==> config.mk <==
export PLATFORM = sky130hd
export DESIGN_NAME = rle_frame_decoder_unit
export DESIGN_NICKNAME = d
export VERILOG_FILES = /design/src/rtl/rlefd_pkg.sv /design/src/rtl/rle_frame_decoder_unit.sv /design/src/rtl/rlefd_in_stage.sv /design/src/rtl/rlefd_decode.sv /design/src/rtl/rlefd_out_stage.sv
export VERILOG_INCLUDE_DIRS = /design/src /design/src/rtl
export SDC_FILE = /design/constraint.sdc
export NUM_CORES = 1
export LEC_CHECK = 0
export ABC_CLOCK_PERIOD_IN_PS = 9000
export BUFFER_PORTS_ARGS = -buffer_cell sky130_fd_sc_hd__buf_4
export CORE_ASPECT_RATIO = 1.2
export CORE_MARGIN = 1
export CORE_UTILIZATION = 55
export DETAILED_ROUTE_END_ITERATION = 10
export GPL_ROUTABILITY_DRIVEN = 0
export PLACE_DENSITY = 0.77
export RECOVER_POWER = 50
export REMOVE_ABC_BUFFERS = 1
export SETUP_SLACK_MARGIN = 0.15
export SYNTH_ARGS = -nofsm -noshare
export SYNTH_HDL_FRONTEND = slang
export SYNTH_HIERARCHICAL = 1
export SYNTH_SLANG_ARGS = --single-unit
==> constraint.sdc <==
create_clock -name clk_i -period 9 [get_ports clk_i]
set_clock_uncertainty 0.2 [all_clocks]
set_input_delay 0.45 -clock clk_i [delete_from_list [all_inputs] [get_ports clk_i]]
set_output_delay 0.45 -clock clk_i [all_outputs]
set_load 0.02 [all_outputs]
==> src/rtl/rle_frame_decoder_unit_assert.svh <==
// Assertion shorthands for the decoder modules; only rlefd_decode includes them.
// Each macro expects clk_i and rst_ni to exist in the module that uses it.
`ifndef RLE_FRAME_DECODER_UNIT_ASSERT_SVH
`define RLE_FRAME_DECODER_UNIT_ASSERT_SVH

// Same-cycle implication.
`define RLEFD_ASSERT_IMP(label, ante, cons, msg) \
  label: assert property (@(posedge clk_i) disable iff (!rst_ni) (ante) |-> (cons)) \
    else $error(msg);

// Next-cycle implication.
`define RLEFD_ASSERT_NXT(label, ante, cons, msg) \
  label: assert property (@(posedge clk_i) disable iff (!rst_ni) (ante) |=> (cons)) \
    else $error(msg);

`endif

==> src/rtl/rlefd_pkg.sv <==
package rlefd_pkg;

  // Decoder position within a frame.
  typedef enum logic [2:0] {
    PH_X     = 3'd0,
    PH_Y     = 3'd1,
    PH_WIDTH = 3'd2,
    PH_HGT   = 3'd3,
    PH_HOLD  = 3'd4,
    PH_RUNS  = 3'd5,
    PH_COUNT = 3'd6,
    PH_COLOR = 3'd7
  } phase_e;

  // Frame end status codes.
  typedef enum logic [2:0] {
    ST_OK         = 3'd0,
    ST_WINDOW     = 3'd1,
    ST_NO_RUNS    = 3'd2,
    ST_ZERO_COUNT = 3'd3,
    ST_OVERRUN    = 3'd4,
    ST_UNDERRUN   = 3'd5
  } status_e;

  // Configuration register indexes.
  typedef enum logic {
    CFG_SCREEN_WIDTH  = 1'b0,
    CFG_SCREEN_HEIGHT = 1'b1
  } cfg_index_e;

  localparam int unsigned CfgWidth = 11;

  // One decoded result item plus a flag that says whether the word made one.
  typedef struct packed {
    logic        has_result;
    logic        fill_valid;
    logic [19:0] fill_offset;
    logic [15:0] fill_count;
    logic [15:0] fill_color;
    logic        frame_end;
    status_e     frame_status;
    logic [15:0] win_x;
    logic [15:0] win_y;
    logic [15:0] win_width;
    logic [15:0] win_height;
    logic [15:0] hold_ms;
  } result_t;

endpackage

==> src/rtl/rle_frame_decoder_unit.sv <==
// Run-length frame decoder. One stream word is accepted per cycle while the
// result register has space, with no gaps between frames; header and count
// words make no result, a color word or a rejected run-count word makes one.
// A word is held in the input register, and its result is captured in the
// result register until the sink takes it. The rate is set by the single
// decode step between the input and result registers, which takes one word
// per cycle whenever the result register is empty or drained in that cycle.
// The user writes screen size through the configuration port only while no
// item is open; the block itself does not enforce this.
module rle_frame_decoder_unit (
  input  logic        clk_i,
  input  logic        rst_ni,
  input  logic        cfg_we_i,
  input  logic        cfg_index_i,
  input  logic [10:0] cfg_data_i,
  input  logic        in_valid_i,
  output logic        in_ready_o,
  input  logic [15:0] stream_word_i,
  output logic        out_valid_o,
  input  logic        out_ready_i,
  output logic        fill_valid_o,
  output logic [19:0] fill_offset_o,
  output logic [15:0] fill_count_o,
  output logic [15:0] fill_color_o,
  output logic        frame_end_o,
  output logic [2:0]  frame_status_o,
  output logic [15:0] win_x_o,
  output logic [15:0] win_y_o,
  output logic [15:0] win_width_o,
  output logic [15:0] win_height_o,
  output logic [15:0] hold_ms_o
);

  import rlefd_pkg::*;

  logic        word_valid;
  logic [15:0] word;
  logic        space;
  logic        adv;
  result_t     dec_res;
  result_t     out_res;

  // A word is consumed when one is held and its result has somewhere to go.
  assign adv = word_valid && space;

  rlefd_in_stage u_in (
    .clk_i         (clk_i),
    .rst_ni        (rst_ni),
    .in_valid_i    (in_valid_i),
    .in_ready_o    (in_ready_o),
    .stream_word_i (stream_word_i),
    .adv_i         (adv),
    .word_valid_o  (word_valid),
    .word_o        (word)
  );

  rlefd_decode u_dec (
    .clk_i       (clk_i),
    .rst_ni      (rst_ni),
    .cfg_we_i    (cfg_we_i),
    .cfg_index_i (cfg_index_i),
    .cfg_data_i  (cfg_data_i),
    .adv_i       (adv),
    .word_i      (word),
    .res_o       (dec_res)
  );

  rlefd_out_stage u_out (
    .clk_i       (clk_i),
    .rst_ni      (rst_ni),
    .adv_i       (adv),
    .res_i       (dec_res),
    .space_o     (space),
    .out_valid_o (out_valid_o),
    .out_ready_i (out_ready_i),
    .res_o       (out_res)
  );

  // Result fields onto the output ports.
  assign fill_valid_o   = out_res.fill_valid;
  assign fill_offset_o  = out_res.fill_offset;
  assign fill_count_o   = out_res.fill_count;
  assign fill_color_o   = out_res.fill_color;
  assign frame_end_o    = out_res.frame_end;
  assign frame_status_o = out_res.frame_status;
  assign win_x_o        = out_res.win_x;
  assign win_y_o        = out_res.win_y;
  assign win_width_o    = out_res.win_width;
  assign win_height_o   = out_res.win_height;
  assign hold_ms_o      = out_res.hold_ms;

endmodule

==> src/rtl/rlefd_in_stage.sv <==
// Input register: holds one stream word until the decode step consumes it.
module rlefd_in_stage (
  input  logic        clk_i,
  input  logic        rst_ni,
  input  logic        in_valid_i,
  output logic        in_ready_o,
  input  logic [15:0] stream_word_i,
  input  logic        adv_i,
  output logic        word_valid_o,
  output logic [15:0] word_o
);

  logic        valid_q;
  logic [15:0] word_q;

  // The register frees up in the same cycle its word is consumed.
  assign in_ready_o = !valid_q || adv_i;

  always_ff @(posedge clk_i or negedge rst_ni) begin
    if (!rst_ni) begin
      valid_q <= 1'b0;
    end else if (in_ready_o) begin
      valid_q <= in_valid_i;
    end
  end

  always_ff @(posedge clk_i) begin
    if (in_valid_i && in_ready_o) begin
      word_q <= stream_word_i;
    end
  end

  assign word_valid_o = valid_q;
  assign word_o       = word_q;

endmodule

==> src/rtl/rlefd_decode.sv <==
// Frame parser: header capture, window check, run bookkeeping and result build.
module rlefd_decode (
  input  logic                        clk_i,
  input  logic                        rst_ni,
  input  logic                        cfg_we_i,
  input  logic                        cfg_index_i,
  input  logic [10:0]                 cfg_data_i,
  input  logic                        adv_i,
  input  logic [15:0]                 word_i,
  output rlefd_pkg::result_t          res_o
);

  import rlefd_pkg::*;

  `include "rle_frame_decoder_unit_assert.svh"

  phase_e phase_q, phase_d;
  logic [CfgWidth-1:0] screen_width_q, screen_height_q;
  logic [15:0] hdr_x_q, hdr_y_q, hdr_width_q, hdr_height_q, hdr_hold_q;
  logic [15:0] hdr_x_d, hdr_y_d, hdr_width_d, hdr_height_d, hdr_hold_d;
  logic [15:0] runs_left_q, runs_left_d;
  logic [20:0] pixel_cursor_q, pixel_cursor_d;
  logic [20:0] area_total_q, area_total_d;
  logic [15:0] pending_count_q, pending_count_d;

  logic [16:0] x_extent, y_extent;
  logic        win_bad;
  logic [31:0] area_full;
  logic [21:0] run_end;
  logic        overrun;
  logic [15:0] runs_dec;

  // Window check and area; the header registers are stable by the run-count word.
  assign x_extent  = {1'b0, hdr_x_q} + {1'b0, hdr_width_q};
  assign y_extent  = {1'b0, hdr_y_q} + {1'b0, hdr_height_q};
  assign win_bad   = (x_extent > {6'd0, screen_width_q}) ||
                     (y_extent > {6'd0, screen_height_q});
  assign area_full = hdr_width_q * hdr_height_q;

  // Run bounds for the color word.
  assign run_end  = {1'b0, pixel_cursor_q} + {6'd0, pending_count_q};
  assign overrun  = run_end > {1'b0, area_total_q};
  assign runs_dec = runs_left_q - 16'd1;

  // Configuration registers.
  always_ff @(posedge clk_i or negedge rst_ni) begin
    if (!rst_ni) begin
      screen_width_q  <= CfgWidth'(320);
      screen_height_q <= CfgWidth'(172);
    end else if (cfg_we_i) begin
      case (cfg_index_e'(cfg_index_i))
        CFG_SCREEN_WIDTH:  screen_width_q  <= cfg_data_i;
        CFG_SCREEN_HEIGHT: screen_height_q <= cfg_data_i;
        default: ;
      endcase
    end
  end

  // Next state.
  always_comb begin
    phase_d         = phase_q;
    hdr_x_d         = hdr_x_q;
    hdr_y_d         = hdr_y_q;
    hdr_width_d     = hdr_width_q;
    hdr_height_d    = hdr_height_q;
    hdr_hold_d      = hdr_hold_q;
    runs_left_d     = runs_left_q;
    pixel_cursor_d  = pixel_cursor_q;
    area_total_d    = area_total_q;
    pending_count_d = pending_count_q;
    case (phase_q)
      PH_X: begin
        hdr_x_d = word_i;
        phase_d = PH_Y;
      end
      PH_Y: begin
        hdr_y_d = word_i;
        phase_d = PH_WIDTH;
      end
      PH_WIDTH: begin
        hdr_width_d = word_i;
        phase_d     = PH_HGT;
      end
      PH_HGT: begin
        hdr_height_d = word_i;
        phase_d      = PH_HOLD;
      end
      PH_HOLD: begin
        hdr_hold_d = word_i;
        phase_d    = PH_RUNS;
      end
      PH_RUNS: begin
        if (win_bad || word_i == 16'd0) begin
          phase_d = PH_X;
        end else begin
          runs_left_d    = word_i;
          pixel_cursor_d = '0;
          area_total_d   = area_full[20:0];
          phase_d        = PH_COUNT;
        end
      end
      PH_COUNT: begin
        pending_count_d = word_i;
        phase_d         = PH_COLOR;
      end
      PH_COLOR: begin
        if (pending_count_q == 16'd0 || overrun) begin
          phase_d = PH_X;
        end else begin
          pixel_cursor_d = run_end[20:0];
          runs_left_d    = runs_dec;
          phase_d        = (runs_dec == 16'd0) ? PH_X : PH_COUNT;
        end
      end
      default: phase_d = PH_X;
    endcase
  end

  // Result for the current word.
  always_comb begin
    res_o              = '0;
    res_o.frame_status = ST_OK;
    res_o.win_x        = hdr_x_q;
    res_o.win_y        = hdr_y_q;
    res_o.win_width    = hdr_width_q;
    res_o.win_height   = hdr_height_q;
    res_o.hold_ms      = (hdr_hold_q == 16'd0) ? 16'd1 : hdr_hold_q;
    case (phase_q)
      PH_RUNS: begin
        if (win_bad) begin
          res_o.has_result   = 1'b1;
          res_o.frame_end    = 1'b1;
          res_o.frame_status = ST_WINDOW;
        end else if (word_i == 16'd0) begin
          res_o.has_result   = 1'b1;
          res_o.frame_end    = 1'b1;
          res_o.frame_status = ST_NO_RUNS;
        end
      end
      PH_COLOR: begin
        res_o.has_result = 1'b1;
        if (pending_count_q == 16'd0) begin
          res_o.frame_end    = 1'b1;
          res_o.frame_status = ST_ZERO_COUNT;
        end else if (overrun) begin
          res_o.frame_end    = 1'b1;
          res_o.frame_status = ST_OVERRUN;
        end else begin
          res_o.fill_valid  = 1'b1;
          res_o.fill_offset = pixel_cursor_q[19:0];
          res_o.fill_count  = pending_count_q;
          res_o.fill_color  = word_i;
          if (runs_dec == 16'd0) begin
            res_o.frame_end    = 1'b1;
            res_o.frame_status = (run_end[20:0] == area_total_q) ? ST_OK : ST_UNDERRUN;
          end
        end
      end
      default: ;
    endcase
  end

  // Control state.
  always_ff @(posedge clk_i or negedge rst_ni) begin
    if (!rst_ni) begin
      phase_q         <= PH_X;
      hdr_x_q         <= '0;
      hdr_y_q         <= '0;
      hdr_width_q     <= '0;
      hdr_height_q    <= '0;
      hdr_hold_q      <= '0;
      runs_left_q     <= '0;
      pixel_cursor_q  <= '0;
      area_total_q    <= '0;
      pending_count_q <= '0;
    end else if (adv_i) begin
      phase_q         <= phase_d;
      hdr_x_q         <= hdr_x_d;
      hdr_y_q         <= hdr_y_d;
      hdr_width_q     <= hdr_width_d;
      hdr_height_q    <= hdr_height_d;
      hdr_hold_q      <= hdr_hold_d;
      runs_left_q     <= runs_left_d;
      pixel_cursor_q  <= pixel_cursor_d;
      area_total_q    <= area_total_d;
      pending_count_q <= pending_count_d;
    end
  end

  // The cursor never passes the window area while runs are open.
  `RLEFD_ASSERT_IMP(a_cursor_in_area, (phase_q == PH_COUNT || phase_q == PH_COLOR), (pixel_cursor_q <= area_total_q), "pixel cursor beyond window area")
  // A frame with open runs always has at least one run left.
  `RLEFD_ASSERT_IMP(a_runs_open, (phase_q == PH_COUNT || phase_q == PH_COLOR), (runs_left_q != 16'd0), "run pair expected with no runs left")
  // A fill never carries an empty run.
  `RLEFD_ASSERT_IMP(a_fill_nonzero, res_o.fill_valid, (res_o.fill_count != 16'd0 && res_o.has_result), "fill with zero count")
  // Ending a frame always returns to header parsing.
  `RLEFD_ASSERT_NXT(a_end_to_header, (adv_i && res_o.frame_end), (phase_q == PH_X), "frame end did not restart header")

endmodule

==> src/rtl/rlefd_out_stage.sv <==
// Result register: holds one result item until the sink takes it.
module rlefd_out_stage (
  input  logic               clk_i,
  input  logic               rst_ni,
  input  logic               adv_i,
  input  rlefd_pkg::result_t res_i,
  output logic               space_o,
  output logic               out_valid_o,
  input  logic               out_ready_i,
  output rlefd_pkg::result_t res_o
);

  import rlefd_pkg::*;

  logic    valid_q;
  result_t res_q;

  // A new result may land when the register is empty or is drained this cycle.
  assign space_o = !valid_q || out_ready_i;

  always_ff @(posedge clk_i or negedge rst_ni) begin
    if (!rst_ni) begin
      valid_q <= 1'b0;
    end else if (adv_i && res_i.has_result) begin
      valid_q <= 1'b1;
    end else if (out_ready_i) begin
      valid_q <= 1'b0;
    end
  end

  always_ff @(posedge clk_i) begin
    if (adv_i && res_i.has_result) begin
      res_q <= res_i;
    end
  end

  assign out_valid_o = valid_q;
  assign res_o       = res_q;

endmodule
==> results of run 1 <==
[worst max-delay path, cell delays in order, from the launching register on]
cell                       delay (ns)
sky130_fd_sc_hd__dfrtp_1         0.44
sky130_fd_sc_hd__clkbuf_1        0.37
sky130_fd_sc_hd__and2_1          0.32
sky130_fd_sc_hd__fa_1            0.53
sky130_fd_sc_hd__inv_1           0.05
sky130_fd_sc_hd__fa_1            0.54
sky130_fd_sc_hd__inv_1           0.05
sky130_fd_sc_hd__fa_1            0.49
sky130_fd_sc_hd__inv_1           0.05
sky130_fd_sc_hd__fa_1            0.48
sky130_fd_sc_hd__inv_1           0.06
sky130_fd_sc_hd__fa_1            0.53
sky130_fd_sc_hd__inv_1           0.05
sky130_fd_sc_hd__fa_1            0.53
sky130_fd_sc_hd__inv_1           0.04
sky130_fd_sc_hd__ha_1            0.35
sky130_fd_sc_hd__or3_1           0.40
sky130_fd_sc_hd__o21ai_0         0.09
sky130_fd_sc_hd__a21oi_1         0.08
sky130_fd_sc_hd__a41o_1          0.27
sky130_fd_sc_hd__o41ai_1         0.38
sky130_fd_sc_hd__o21ai_0         0.21
sky130_fd_sc_hd__xnor2_1         0.18
sky130_fd_sc_hd__mux2i_1         0.09
[layout make-up]
| type | count | area, sq um |
|---|---|---|
| clock buffer | 42 | 932 |
| clock inverter | 21 | 259 |
| multi-input combinational | 1358 | 11600 |
| timing repair buffer | 215 | 1140 |
| inverter | 259 | 977 |
| tap | 526 | 658 |
| sequential | 334 | 9130 |
| fill | 3111 | 14400 |
[cell usage in the layout, fill, tap and decap left out, types with 7 or more instances in the layout]
cell / count
sky130_fd_sc_hd__nand4_1: 14
sky130_fd_sc_hd__a21o_1: 15
sky130_fd_sc_hd__o21ai_1: 46
sky130_fd_sc_hd__or3_1: 7
sky130_fd_sc_hd__edfxtp_1: 153
sky130_fd_sc_hd__a211oi_1: 15
sky130_fd_sc_hd__nor2b_1: 8
sky130_fd_sc_hd__clkbuf_4: 24
sky130_fd_sc_hd__and2_1: 143
sky130_fd_sc_hd__nand2_1: 189
sky130_fd_sc_hd__fa_1: 145
sky130_fd_sc_hd__o21a_1: 15
sky130_fd_sc_hd__xnor2_1: 55
sky130_fd_sc_hd__a21oi_1: 80
sky130_fd_sc_hd__nand3_1: 19
sky130_fd_sc_hd__buf_4: 14
sky130_fd_sc_hd__nor4_1: 18
sky130_fd_sc_hd__o21ai_0: 54
sky130_fd_sc_hd__nor3_1: 26
sky130_fd_sc_hd__nor2_1: 82
sky130_fd_sc_hd__a31oi_1: 11
sky130_fd_sc_hd__and3_1: 7
sky130_fd_sc_hd__o211ai_1: 9
sky130_fd_sc_hd__mux2_2: 108
sky130_fd_sc_hd__a22o_1: 17
sky130_fd_sc_hd__ha_1: 152
sky130_fd_sc_hd__dfrtp_1: 175
sky130_fd_sc_hd__inv_1: 258
sky130_fd_sc_hd__xor2_1: 16
sky130_fd_sc_hd__clkbuf_1: 151
sky130_fd_sc_hd__clkbuf_16: 35
sky130_fd_sc_hd__dlygate4sd3_1: 30
sky130_fd_sc_hd__nand2b_1: 19
[per-stage QoR]
step | hold slack [ns] | cells | worst slack, ns | util | cell area (sq um)
finish | 0.191 | 2755 | 2.09 | 0.632 | 24700
global route | 0.224 | 2755 | 1.78 | 0.632 | 24700
CTS | 0.152 | 2755 | 2.35 | 0.646 | 25200
detailed placement | 0.216 | 2662 | 2.35 | 0.608 | 23700
global placement | 0.215 | 2662 | 2.53 | 0.608 | 23700
floorplan | -0.0456 | 1951 | 1.98 | - | 21600
[how the worst max path moves through the flow]
stage	start	endpoint	slack [ns]	cells after the start
after floorplan	u_dec/hdr_height_q[0]	u_out/res_o[0]	1.98	21
after global placement	u_dec/hdr_height_q[6]	u_dec/area_total_q[20]	2.53	22
after detailed placement	u_dec/hdr_width_q[6]	u_dec/area_total_q[20]	2.35	22
after CTS	u_dec/hdr_width_q[4]	u_dec/area_total_q[20]	2.35	21
after global routing	u_dec/hdr_width_q[5]	u_dec/area_total_q[20]	1.78	23
final	u_dec/hdr_width_q[5]	u_dec/area_total_q[20]	2.09	23
[registers in the layout, summed over array words and instances (netlist names), 11 cells and up]
register / count
u_dec/screen_width_q: 11
u_out/res_o: 137
u_dec/hdr_height_q: 16
u_dec/hdr_y_q: 16
u_dec/screen_height_q: 11
u_in/word_o: 16
u_dec/runs_left_q: 16
u_dec/hdr_width_q: 16
u_dec/hdr_x_q: 16
u_dec/hdr_hold_q: 16
u_dec/pending_count_q: 16
u_dec/pixel_cursor_q: 21
u_dec/area_total_q: 21
[metal layers]
metal,vias up,GRT usage,wire length (um)
li1,7206,-,-
met1,7896,0.374,23000
met2,604,0.450,26300
met3,130,0.0398,3500
met4,0,0.113,2310
met5,-,0,0
==> report_table.html, run 1 <==
<table>
<tr><th>Metric</th><th>Value</th></tr>
<tr><th colspan="2">CTS</th></tr>
<tr><td>Buffers inserted during post-CTS setup optimization</td><td>0</td></tr>
<tr><td>Count of hold-fix buffers inserted at cts</td><td>30</td></tr>
<tr><td>CTS Root Buffer Type</td><td>sky130_fd_sc_hd__clkbuf_16</td></tr>
<tr><td>Clock-pin slew reported for the worst setup and hold paths after clock tree synthesis</td><td>0.06 ns</td></tr>
<tr><td>Deepest clock path buffer count</td><td>3</td></tr>
<tr><td>Clock tree from TritonCTS</td><td>yes</td></tr>
<tr><td>Insertion delay to the later sink of the worst-skew pair</td><td>0.55 ns</td></tr>
<tr><td>CTS sink count</td><td>approximately 330</td></tr>
<tr><td>PostCTS Resize Cnt</td><td>0</td></tr>
<tr><td>Number of buffers inserted during clock tree synthesis</td><td>35</td></tr>
<tr><td>CTS H-tree depth</td><td>2</td></tr>
<tr><th colspan="2">Setup path</th></tr>
<tr><td>Critical register-to-register path startpoint</td><td>u_dec/hdr_width_q[5]</td></tr>
<tr><td>Setup slack, reg-to-reg</td><td>between 2 and 2.5 ns</td></tr>
<tr><td>Worst r2r dst</td><td>u_dec/area_total_q[20]</td></tr>
<tr><td>Arr. time, crit path</td><td>between 7 and 8 ns</td></tr>
<tr><td>Logic depth of the worst register-to-register path</td><td>23</td></tr>
<tr><td>Critical path endpoint category</td><td>flop</td></tr>
<tr><td>Critical path data required time</td><td>roughly 9 ns</td></tr>
<tr><td>Element type at the critical path start</td><td>flop</td></tr>
<tr><td>Critical-path maximum fanout</td><td>13</td></tr>
<tr><td>Critical path type</td><td>flop to flop</td></tr>
<tr><th colspan="2">Drt</th></tr>
<tr><td>Final ANT Viol Nets</td><td>0</td></tr>
<tr><td>Average wire per standard cell</td><td>roughly 20 um</td></tr>
<tr><td>Final wirelength</td><td>approximately 55 mm</td></tr>
<tr><td>Drt first-iter violations</td><td>~1200</td></tr>
<tr><td>Via count</td><td>15800</td></tr>
<tr><td>Number of search-and-repair iterations in the first detailed-routing pass</td><td>5</td></tr>
<tr><td>Total DRC errors in the routed layout</td><td>0</td></tr>
<tr><td>Number of vias per cell</td><td>roughly 5.7</td></tr>
<tr><th colspan="2">Finish</th></tr>
<tr><td>Layout cell share with drive strength beyond 1</td><td>0.103</td></tr>
<tr><td>Total inserted antenna cells</td><td>0</td></tr>
<tr><td>Nets</td><td>2533</td></tr>
<tr><td>Area added between synthesis and finish</td><td>12.3%</td></tr>
<tr><th colspan="2">Placement</th></tr>
<tr><td>IO buf count</td><td>~170</td></tr>
<tr><td>Hpwl dp</td><td>39.7 mm</td></tr>
<tr><th colspan="2">Timing</th></tr>
<tr><td>Final Max Slew Viols</td><td>~190</td></tr>
<tr><td>Highest clock rate</td><td>roughly 140 MHz</td></tr>
<tr><td>Final-report setup violation count</td><td>0</td></tr>
<tr><td>Setup repair after global routing missed its margin</td><td>false</td></tr>
<tr><td>Minimum clock period after layout</td><td>slightly below 7 ns</td></tr>
<tr><td>Measured slew at the worst slew-check pin</td><td>3.58 ns</td></tr>
<tr><td>Share of the cycle needed by the critical path after routing</td><td>0.768</td></tr>
<tr><td>Worst rel slew slack</td><td>-1.39</td></tr>
<tr><td>Hold Violations, Final</td><td>0</td></tr>
<tr><td>Total negative slack for setup checks</td><td>0 ns</td></tr>
<tr><th colspan="2">Global route</th></tr>
<tr><td>Wire length of the first global-routing pass</td><td>a little under 90 mm</td></tr>
<tr><td>Total global routing track utilization</td><td>0.277</td></tr>
<tr><td>Global-route congestion overflow total</td><td>0</td></tr>
<tr><td>Largest net degree at the start of global routing</td><td>81</td></tr>
<tr><td>Number of global-route vias before repair</td><td>roughly 16000</td></tr>
<tr><td>Initial antenna violation count</td><td>0</td></tr>
<tr><th colspan="2">Floorplan</th></tr>
<tr><td>Site row count</td><td>between 70 and 80</td></tr>
<tr><td>I/O pin count</td><td>around 170</td></tr>
<tr><td>Chip Height</td><td>221 um</td></tr>
<tr><td>Floorplan die area</td><td>40700 sq um</td></tr>
<tr><td>Core Area</td><td>between 30000 and 40000 sq um</td></tr>
<tr><td>Die extent in x</td><td>~180 um</td></tr>
<tr><td>Effective utilization at floorplan</td><td>0.562</td></tr>
<tr><th colspan="2">Synthesis</th></tr>
<tr><td>Number of standard cells after synthesis</td><td>roughly 2000</td></tr>
<tr><td>Post-Syn Area per Cell</td><td>about 11 sq um</td></tr>
<tr><td>Post-synthesis cell area</td><td>about 22000 sq um</td></tr>
<tr><td>Yosys synthesis warning count</td><td>6</td></tr>
<tr><th colspan="2">Hold path</th></tr>
<tr><td>Startpoint of the most critical hold path</td><td>cfg_index_i</td></tr>
<tr><td>Hold Crit Endpoint</td><td>u_dec/screen_width_q[8]</td></tr>
<tr><td>Min-Delay Path Depth</td><td>5</td></tr>
<tr><td>Hold WC Path Type</td><td>input pin to flop</td></tr>
<tr><th colspan="2">Status</th></tr>
<tr><td>Violated checks</td><td>capacitance limit, slew limit</td></tr>
<tr><td>Run status</td><td>finished with violations</td></tr>
<tr><th colspan="2">Job</th></tr>
<tr><td>Maxcap violations</td><td>3</td></tr>
</table>
Power of run 1 is left out: the tool's default activity adds up to more than one toggle a clock period on the data nets, which glitch-free logic cannot reach.
==> run 2, diff against run 1 <==
- ABC_CLOCK_PERIOD_IN_PS: 9000 -> 6400
- clock period: 9 -> 6.4 ns (I/O delays scaled with it)
==> run 2 against run 1 <==
- die area stayed put
- non-clock buffer count is 41 higher
- design area is 1.6% higher
- critical path depth is 2 lower
- register-to-register slack worse by 1.8 ns
- cell count is 1.5% higher
- clock-buffer cell count is 6 higher
- worst hold slack worse by 0.15 ns
- maximum frequency is 14% higher
- the flow still finishes with violations (capacitance limit, slew limit)
- setup slack worse by 1.8 ns
- routed wire length is 1.2% higher
==> report_table.html, run 2 (synthesis results as in run 1) <==
<table>
<tr><th>Metric</th><th>Value</th></tr>
<tr><th colspan="2">Drt</th></tr>
<tr><td>Average wire per standard cell</td><td>20.0 um (-0.24%)</td></tr>
<tr><td>Number of search-and-repair iterations in the first detailed-routing pass</td><td>5 (unchanged)</td></tr>
<tr><td>Final ANT Viol Nets</td><td>0 (unchanged)</td></tr>
<tr><td>Uppermost metal layer occupied by signal nets</td><td>met4</td></tr>
<tr><td>Final wirelength</td><td>55.8 mm (+1.2%)</td></tr>
<tr><td>Number of vias per cell</td><td>5.76 (+0.15%)</td></tr>
<tr><td>Met3 layer wire length in the routed design</td><td>3.64 mm (+3.9%)</td></tr>
<tr><td>Total DRC errors in the routed layout</td><td>0 (unchanged)</td></tr>
<tr><td>Via count</td><td>16100 (+1.6%)</td></tr>
<tr><td>Total routed wire length on the met1 layer</td><td>23.4 mm (+1.6%)</td></tr>
<tr><td>Drt first-iter violations</td><td>1222 (+2.8%)</td></tr>
<tr><td>Routed length on met2</td><td>26.7 mm (+1.3%)</td></tr>
<tr><th colspan="2">Setup path</th></tr>
<tr><td>Critical-path maximum fanout</td><td>10 (-3)</td></tr>
<tr><td>Delay contributed by the slowest stage of the critical path</td><td>0.57 ns (+0.03 ns)</td></tr>
<tr><td>Arr. time, crit path</td><td>6.29 ns (-0.83 ns)</td></tr>
<tr><td>Critical path type</td><td>flop to flop</td></tr>
<tr><td>Critical-path top delay cell</td><td>sky130_fd_sc_hd__fa_1</td></tr>
<tr><td>Element type at the critical path start</td><td>flop</td></tr>
<tr><td>Critical path data required time</td><td>6.61 ns (-2.60 ns)</td></tr>
<tr><td>Worst-path cell chain</td><td>buf_4, nand2_1, fa_1, fa_1, fa_1, inv_1, fa_1, fa_1, inv_1, fa_1, inv_1, ha_1, or3_1, o21ai_0, a21oi_1, and2_1, o21ai_0, nand2b_1, or2_2, nand3_1, o21ai_1</td></tr>
<tr><td>Crit-path most repeated cell</td><td>sky130_fd_sc_hd__fa_1</td></tr>
<tr><td>Critical path endpoint category</td><td>flop</td></tr>
<tr><th colspan="2">Hold path</th></tr>
<tr><td>Hold WC Path Type</td><td>input pin to flop</td></tr>
<tr><th colspan="2">Global route</th></tr>
<tr><td>Total global routing track utilization</td><td>0.280 (+0.00229)</td></tr>
<tr><td>Initial antenna violation count</td><td>0 (unchanged)</td></tr>
<tr><td>Largest net degree at the start of global routing</td><td>145 (+79%)</td></tr>
<tr><td>Number of global-route vias before repair</td><td>16500 (+2.0%)</td></tr>
<tr><td>Global-route congestion overflow total</td><td>0 (unchanged)</td></tr>
<tr><td>Wire length of the first global-routing pass</td><td>88.2 mm (+0.91%)</td></tr>
<tr><th colspan="2">Finish</th></tr>
<tr><td>Nets</td><td>2574 (+1.6%)</td></tr>
<tr><td>Number of flip-flops under the largest register name</td><td>137 (unchanged)</td></tr>
<tr><td>Post-layout instance area</td><td>25100 sq um (+1.6%)</td></tr>
<tr><td>Most common cell after layout, fill and taps aside</td><td>sky130_fd_sc_hd__inv_1</td></tr>
<tr><td>Commonest cells after routing, fill and taps aside</td><td>258 x sky130_fd_sc_hd__inv_1, 189 x sky130_fd_sc_hd__nand2_1, 173 x sky130_fd_sc_hd__dfrtp_1</td></tr>
<tr><td>Layout cell share with drive strength beyond 1</td><td>0.120 (+0.0175)</td></tr>
<tr><td>Area added between synthesis and finish</td><td>14.1%</td></tr>
<tr><td>Total inserted antenna cells</td><td>0 (unchanged)</td></tr>
<tr><th colspan="2">Floorplan</th></tr>
<tr><td>Site row count</td><td>79 (unchanged)</td></tr>
<tr><td>Die extent in x</td><td>184 um (unchanged)</td></tr>
<tr><td>Floorplan die area</td><td>40700 sq um (unchanged)</td></tr>
<tr><td>Chip Height</td><td>221 um (unchanged)</td></tr>
<tr><td>Effective utilization at floorplan</td><td>0.562 (unchanged)</td></tr>
<tr><td>I/O pin count</td><td>172 (unchanged)</td></tr>
<tr><td>Core Area</td><td>39000 sq um (unchanged)</td></tr>
<tr><th colspan="2">Status</th></tr>
<tr><td>Violated checks</td><td>capacitance limit, slew limit</td></tr>
<tr><td>Run status</td><td>finished with violations</td></tr>
<tr><th colspan="2">Timing</th></tr>
<tr><td>Final Max Slew Viols</td><td>38 (-80%)</td></tr>
<tr><td>Highest clock rate</td><td>165 MHz (+14%)</td></tr>
<tr><td>Setup repair after global routing missed its margin</td><td>true</td></tr>
<tr><td>Final-report setup violation count</td><td>0 (unchanged)</td></tr>
<tr><td>Final hold slack</td><td>0.0383 ns (-0.153 ns)</td></tr>
<tr><td>Hold Violations, Final</td><td>0 (unchanged)</td></tr>
<tr><td>Minimum clock period after layout</td><td>6.07 ns (-0.837 ns)</td></tr>
<tr><td>Share of the cycle needed by the critical path after routing</td><td>0.949 (+0.181)</td></tr>
<tr><td>Final worst slack</td><td>0.327 ns (-1.76 ns)</td></tr>
<tr><td>Worst rel slew slack</td><td>-0.478 (+0.908)</td></tr>
<tr><td>Measured slew at the worst slew-check pin</td><td>2.22 ns (-1.36 ns)</td></tr>
<tr><th colspan="2">CTS</th></tr>
<tr><td>Clock-pin slew reported for the worst setup and hold paths after clock tree synthesis</td><td>0.07 ns (about the same)</td></tr>
<tr><td>Deepest clock path buffer count</td><td>3 (unchanged)</td></tr>
<tr><td>CTS sink count</td><td>334 (unchanged)</td></tr>
<tr><td>CTS H-tree depth</td><td>2 (unchanged)</td></tr>
<tr><td>CTS Root Buffer Type</td><td>sky130_fd_sc_hd__clkbuf_16</td></tr>
<tr><td>Number of buffers inserted during clock tree synthesis</td><td>35 (unchanged)</td></tr>
<tr><td>Clock tree from TritonCTS</td><td>yes</td></tr>
<tr><td>Insertion delay to the later sink of the worst-skew pair</td><td>0.55 ns (about the same)</td></tr>
<tr><th colspan="2">Placement</th></tr>
<tr><td>IO buf count</td><td>171 (unchanged)</td></tr>
<tr><td>Setup slack at placement</td><td>0.218 ns (-2.13 ns)</td></tr>
<tr><td>Hpwl dp</td><td>40.1 mm (+1.2%)</td></tr>
<tr><td>Instance area at placement</td><td>24000 sq um (+1.3%)</td></tr>
<tr><th colspan="2">Job</th></tr>
<tr><td>Maxcap violations</td><td>1 (-2)</td></tr>
</table>
==> run 2: cell count changes in the layout (fill, tap and decap cells not counted), sizes merged <==
cell	before	now
clkinvlp	4	1
buf	14	48
clkbuf	213	226
bufinv	4	3
clkinv	11	6
inv	261	264
==> run 2: stage by stage <==
stage / utilization / setup TNS (ns) / instances
finish: 0.642 / 0 / 2796
global route: 0.642 / 0 / 2796
CTS: 0.654 / 0 / 2792
detailed placement: 0.616 / 0 / 2699
global placement: 0.616 / 0 / 2699
floorplan: - / -104.28 / 1951
==> run 2: routing by layer <==
metal  track usage  vias to the layer above
met2         0.445                      629
li1              -                     7300
met3        0.0507                      133
met5             0                        -
met4         0.115                        0
met1         0.378                     8034
==> run 2: worst max-delay path, delay by kind of cell (launching register included) <==
kind | cells | cell delay [ns]
and+or+nand+nor | 6 | 1.10
adders and majority gates | 7 | 3.30
buffers and inverters | 4 | 0.42
AOI/OAI and AO/OA | 4 | 0.40
DFF | 1 | 0.52
==> run 2: timing repair <==
action,in CTS,in global routing
resized for setup,0,23
hold endpoints to repair,77,0
buffers inserted,0,4
hold buffers,30,0
endpoints found under the setup margin,0,212
==> run 2: final timing paths <==
path                                       startpoint                      end  slack [ns]  cells after the start
worst min-delay path                      cfg_index_i  u_dec/screen_width_q[6]        0.04                      5
worst max register to register  u_dec/hdr_height_q[9]   u_dec/area_total_q[17]        0.33                     21
max in group asynchronous                      rst_ni   u_dec/area_total_q[19]        3.53                      3
worst max-delay path            u_dec/hdr_height_q[9]   u_dec/area_total_q[17]        0.33                     21
worst min register to register    u_dec/hdr_hold_q[4]           u_out/res_o[4]        0.27                      0
min in group asynchronous                      rst_ni        u_dec/hdr_y_q[15]        0.76                      2
==> run 2: layout make-up <==
class                      count  area [sq um]
multi-input combinational   1358         11600
sequential                   334          9130
inverter                     259           977
fill                        3081         14000
clock inverter                15           199
timing repair buffer         256          1490
tap                          526           658
clock buffer                  48           985
Power of run 2 is left out for the same reason.
==> run 3, diff against run 2 <==
- PLACE_DENSITY: 0.77 -> 0.81
==> run 3 against run 2 <==
- the flow still finishes with violations (capacitance limit, slew limit)
- sequential share of layout area rose by 0.22 points
- non-clock buffer count shrank 5
- sequential cell count unchanged
- cell count shrank 0.21%
- register-to-register slack got worse by 0.09 ns
- worst hold slack gained 0.011 ns
- core utilization fell by 0.39 points
- design area decreased by 0.60%
- maximum frequency down 1.5%
- global-route usage is 0.41 points higher
- clock-buffer cell count increased by 8
- first-iteration DRC count increased by 6.8%
- critical endpoint is now u_dec/area_total_q[20]
==> report_table.html, run 3 (synthesis results as in run 1) <==
<table>
<tr><th>Metric</th><th>Value</th></tr>
<tr><th colspan="2">Drt</th></tr>
<tr><td>Final wirelength</td><td>57.1 mm (+2.3%)</td></tr>
<tr><td>Via count</td><td>16200 (+0.81%)</td></tr>
<tr><td>Number of search-and-repair iterations in the first detailed-routing pass</td><td>6 (+1)</td></tr>
<tr><td>Number of vias per cell</td><td>5.82 (+1.0%)</td></tr>
<tr><td>Average wire per standard cell</td><td>20.5 um (+2.5%)</td></tr>
<tr><td>Total DRC errors in the routed layout</td><td>0 (unchanged)</td></tr>
<tr><td>Drt first-iter violations</td><td>1305 (+6.8%)</td></tr>
<tr><td>Final ANT Viol Nets</td><td>0 (unchanged)</td></tr>
<tr><th colspan="2">Floorplan</th></tr>
<tr><td>Site row count</td><td>79 (unchanged)</td></tr>
<tr><td>I/O pin count</td><td>172 (unchanged)</td></tr>
<tr><td>Floorplan die area</td><td>40700 sq um (unchanged)</td></tr>
<tr><td>Die extent in x</td><td>184 um (unchanged)</td></tr>
<tr><td>Effective utilization at floorplan</td><td>0.562 (unchanged)</td></tr>
<tr><td>Core Area</td><td>39000 sq um (unchanged)</td></tr>
<tr><td>Chip Height</td><td>221 um (unchanged)</td></tr>
<tr><th colspan="2">Global route</th></tr>
<tr><td>Global-route congestion overflow total</td><td>0 (unchanged)</td></tr>
<tr><td>Number of global-route vias before repair</td><td>16800 (+1.3%)</td></tr>
<tr><td>Initial antenna violation count</td><td>1 (+1)</td></tr>
<tr><td>Largest net degree at the start of global routing</td><td>71 (-51%)</td></tr>
<tr><td>Wire length of the first global-routing pass</td><td>89.6 mm (+1.5%)</td></tr>
<tr><td>Total global routing track utilization</td><td>0.284 (+0.00412)</td></tr>
<tr><th colspan="2">Setup path</th></tr>
<tr><td>Arr. time, crit path</td><td>6.38 ns (+0.09 ns)</td></tr>
<tr><td>Element type at the critical path start</td><td>flop</td></tr>
<tr><td>Critical-path maximum fanout</td><td>9 (-1)</td></tr>
<tr><td>Worst-path cell chain</td><td>clkbuf_1, and2_1, fa_1, fa_1, inv_1, fa_1, fa_1, fa_1, inv_1, fa_1, xnor2_1, xnor2_1, xnor2_1, xnor2_1, xnor2_1, xnor2_1, mux2i_1</td></tr>
<tr><td>Delay contributed by the slowest stage of the critical path</td><td>0.61 ns (+0.04 ns)</td></tr>
<tr><td>Critical path type</td><td>flop to flop</td></tr>
<tr><td>Critical-path top delay cell</td><td>sky130_fd_sc_hd__clkbuf_1</td></tr>
<tr><td>Critical path data required time</td><td>6.61 ns (about the same)</td></tr>
<tr><td>Critical path endpoint category</td><td>flop</td></tr>
<tr><th colspan="2">Finish</th></tr>
<tr><td>Number of flip-flops under the largest register name</td><td>137 (unchanged)</td></tr>
<tr><td>Area added between synthesis and finish</td><td>13.4%</td></tr>
<tr><td>Nets</td><td>2568 (-0.23%)</td></tr>
<tr><td>Commonest cells after routing, fill and taps aside</td><td>257 x sky130_fd_sc_hd__inv_1, 189 x sky130_fd_sc_hd__nand2_1, 174 x sky130_fd_sc_hd__dfrtp_1</td></tr>
<tr><td>Post-layout instance area</td><td>24900 sq um (-0.60%)</td></tr>
<tr><td>Most common cell after layout, fill and taps aside</td><td>sky130_fd_sc_hd__inv_1</td></tr>
<tr><td>Layout cell share with drive strength beyond 1</td><td>0.112 (-0.00852)</td></tr>
<tr><td>Filler Cells Inserted</td><td>3027 (-1.8%)</td></tr>
<tr><td>Total inserted antenna cells</td><td>0 (unchanged)</td></tr>
<tr><th colspan="2">Timing</th></tr>
<tr><td>Share of the cycle needed by the critical path after routing</td><td>0.964 (+0.0148)</td></tr>
<tr><td>Minimum clock period after layout</td><td>6.17 ns (+0.0948 ns)</td></tr>
<tr><td>Setup repair after global routing missed its margin</td><td>true</td></tr>
<tr><td>Worst rel slew slack</td><td>-1.35 (-0.877)</td></tr>
<tr><td>Final-report setup violation count</td><td>0 (unchanged)</td></tr>
<tr><td>Highest clock rate</td><td>162 MHz (-1.5%)</td></tr>
<tr><td>Final Max Slew Viols</td><td>134 (+250%)</td></tr>
<tr><td>Measured slew at the worst slew-check pin</td><td>3.53 ns (+1.32 ns)</td></tr>
<tr><td>Hold Violations, Final</td><td>0 (unchanged)</td></tr>
<tr><th colspan="2">CTS</th></tr>
<tr><td>Clock-pin slew reported for the worst setup and hold paths after clock tree synthesis</td><td>0.06 ns (about the same)</td></tr>
<tr><td>CTS sink count</td><td>334 (unchanged)</td></tr>
<tr><td>Deepest clock path buffer count</td><td>3 (unchanged)</td></tr>
<tr><td>CTS H-tree depth</td><td>2 (unchanged)</td></tr>
<tr><td>Insertion delay to the later sink of the worst-skew pair</td><td>0.54 ns (about the same)</td></tr>
<tr><td>Number of buffers inserted during clock tree synthesis</td><td>34 (-2.9%)</td></tr>
<tr><td>CTS Root Buffer Type</td><td>sky130_fd_sc_hd__clkbuf_16</td></tr>
<tr><td>Clock tree from TritonCTS</td><td>yes</td></tr>
<tr><th colspan="2">Status</th></tr>
<tr><td>Run status</td><td>finished with violations</td></tr>
<tr><td>Violated checks</td><td>capacitance limit, slew limit</td></tr>
<tr><th colspan="2">Job</th></tr>
<tr><td>Maxcap violations</td><td>2 (+1)</td></tr>
<tr><th colspan="2">Hold path</th></tr>
<tr><td>Hold WC Path Type</td><td>input pin to flop</td></tr>
<tr><th colspan="2">Placement</th></tr>
<tr><td>IO buf count</td><td>171 (unchanged)</td></tr>
<tr><td>Instance area at placement</td><td>24000 sq um (about the same)</td></tr>
<tr><td>Hpwl dp</td><td>40.8 mm (+1.6%)</td></tr>
</table>
==> run 3: cell types whose count changed in the layout (fill, tap and decap cells not counted), sizes merged <==
cell | before | now
clkbuf | 226 | 234
buf | 48 | 43
bufinv | 3 | 0
clkinv | 6 | 3
inv | 264 | 262
clkinvlp | 1 | 0
==> run 3: final cells by class <==
type | instances | area (sq um) | area share
multi-input combinational | 1358 | 11600 | 0.466
sequential | 334 | 9130 | 0.367
tap | 526 | 658 | 0.0264
clock inverter | 6 | 51.3 | 0.00206
timing repair buffer | 251 | 1470 | 0.0589
inverter | 259 | 977 | 0.0392
clock buffer | 56 | 1020 | 0.0409
==> run 3: final timing paths <==
| kind | startpoint | end | slack, ns | cells after the start |
|---|---|---|---|---|
| hold / removal | cfg_index_i | u_dec/screen_width_q[8] | 0.05 | 5 |
| setup reg to reg | u_dec/hdr_width_q[11] | u_dec/area_total_q[20] | 0.23 | 17 |
| setup / recovery | u_dec/hdr_width_q[11] | u_dec/area_total_q[20] | 0.23 | 17 |
| max in group asynchronous | rst_ni | u_dec/area_total_q[5] | 1.40 | 3 |
| min in group asynchronous | rst_ni | u_dec/hdr_height_q[8] | 1.40 | 2 |
| hold reg to reg | u_dec/hdr_y_q[15] | u_out/res_o[63] | 0.27 | 0 |
==> run 3: routing by layer <==
layer  vias up  global-route usage  share of wire
li1       7263                   -              -
met1      8005               0.365           0.40
met2       785               0.460           0.48
met3       172              0.0520          0.074
met4         2               0.141          0.048
met5         -                   0        0.00019
==> run 3: through the flow <==
stage	setup TNS (ns)	util	setup slack [ns]	std cells	hold slack, ns
floorplan	-104.28	-	-0.622	1951	-0.176
detailed placement	0	0.615	0.182	2696	0.148
global placement	0	0.615	0.267	2696	0.142
finish	0	0.638	0.232	2790	0.0491
CTS	0	0.651	0.181	2788	0.0361
global route	0	0.638	0.00845	2790	0.0965
==> run 3: critical path: cells and delay by family, from the launching register on <==
kind                       cells  cell delay [ns]
DFF                            1             0.44
buffers and inverters          3             0.72
muxes                          1             0.09
and+or+nand+nor                1             0.26
adders and majority gates      6             2.98
xor gates and xnor gates       6             1.33
==> run 3: repair_timing <==
action,4_1_cts,5_1_grt
endpoints found under the hold margin,100,0
buffers inserted,0,2
hold buffers,30,0
setup endpoints to repair,1,80
pin swaps,0,8
gates resized for setup,1,30
Power of run 3 is left out for the same reason.
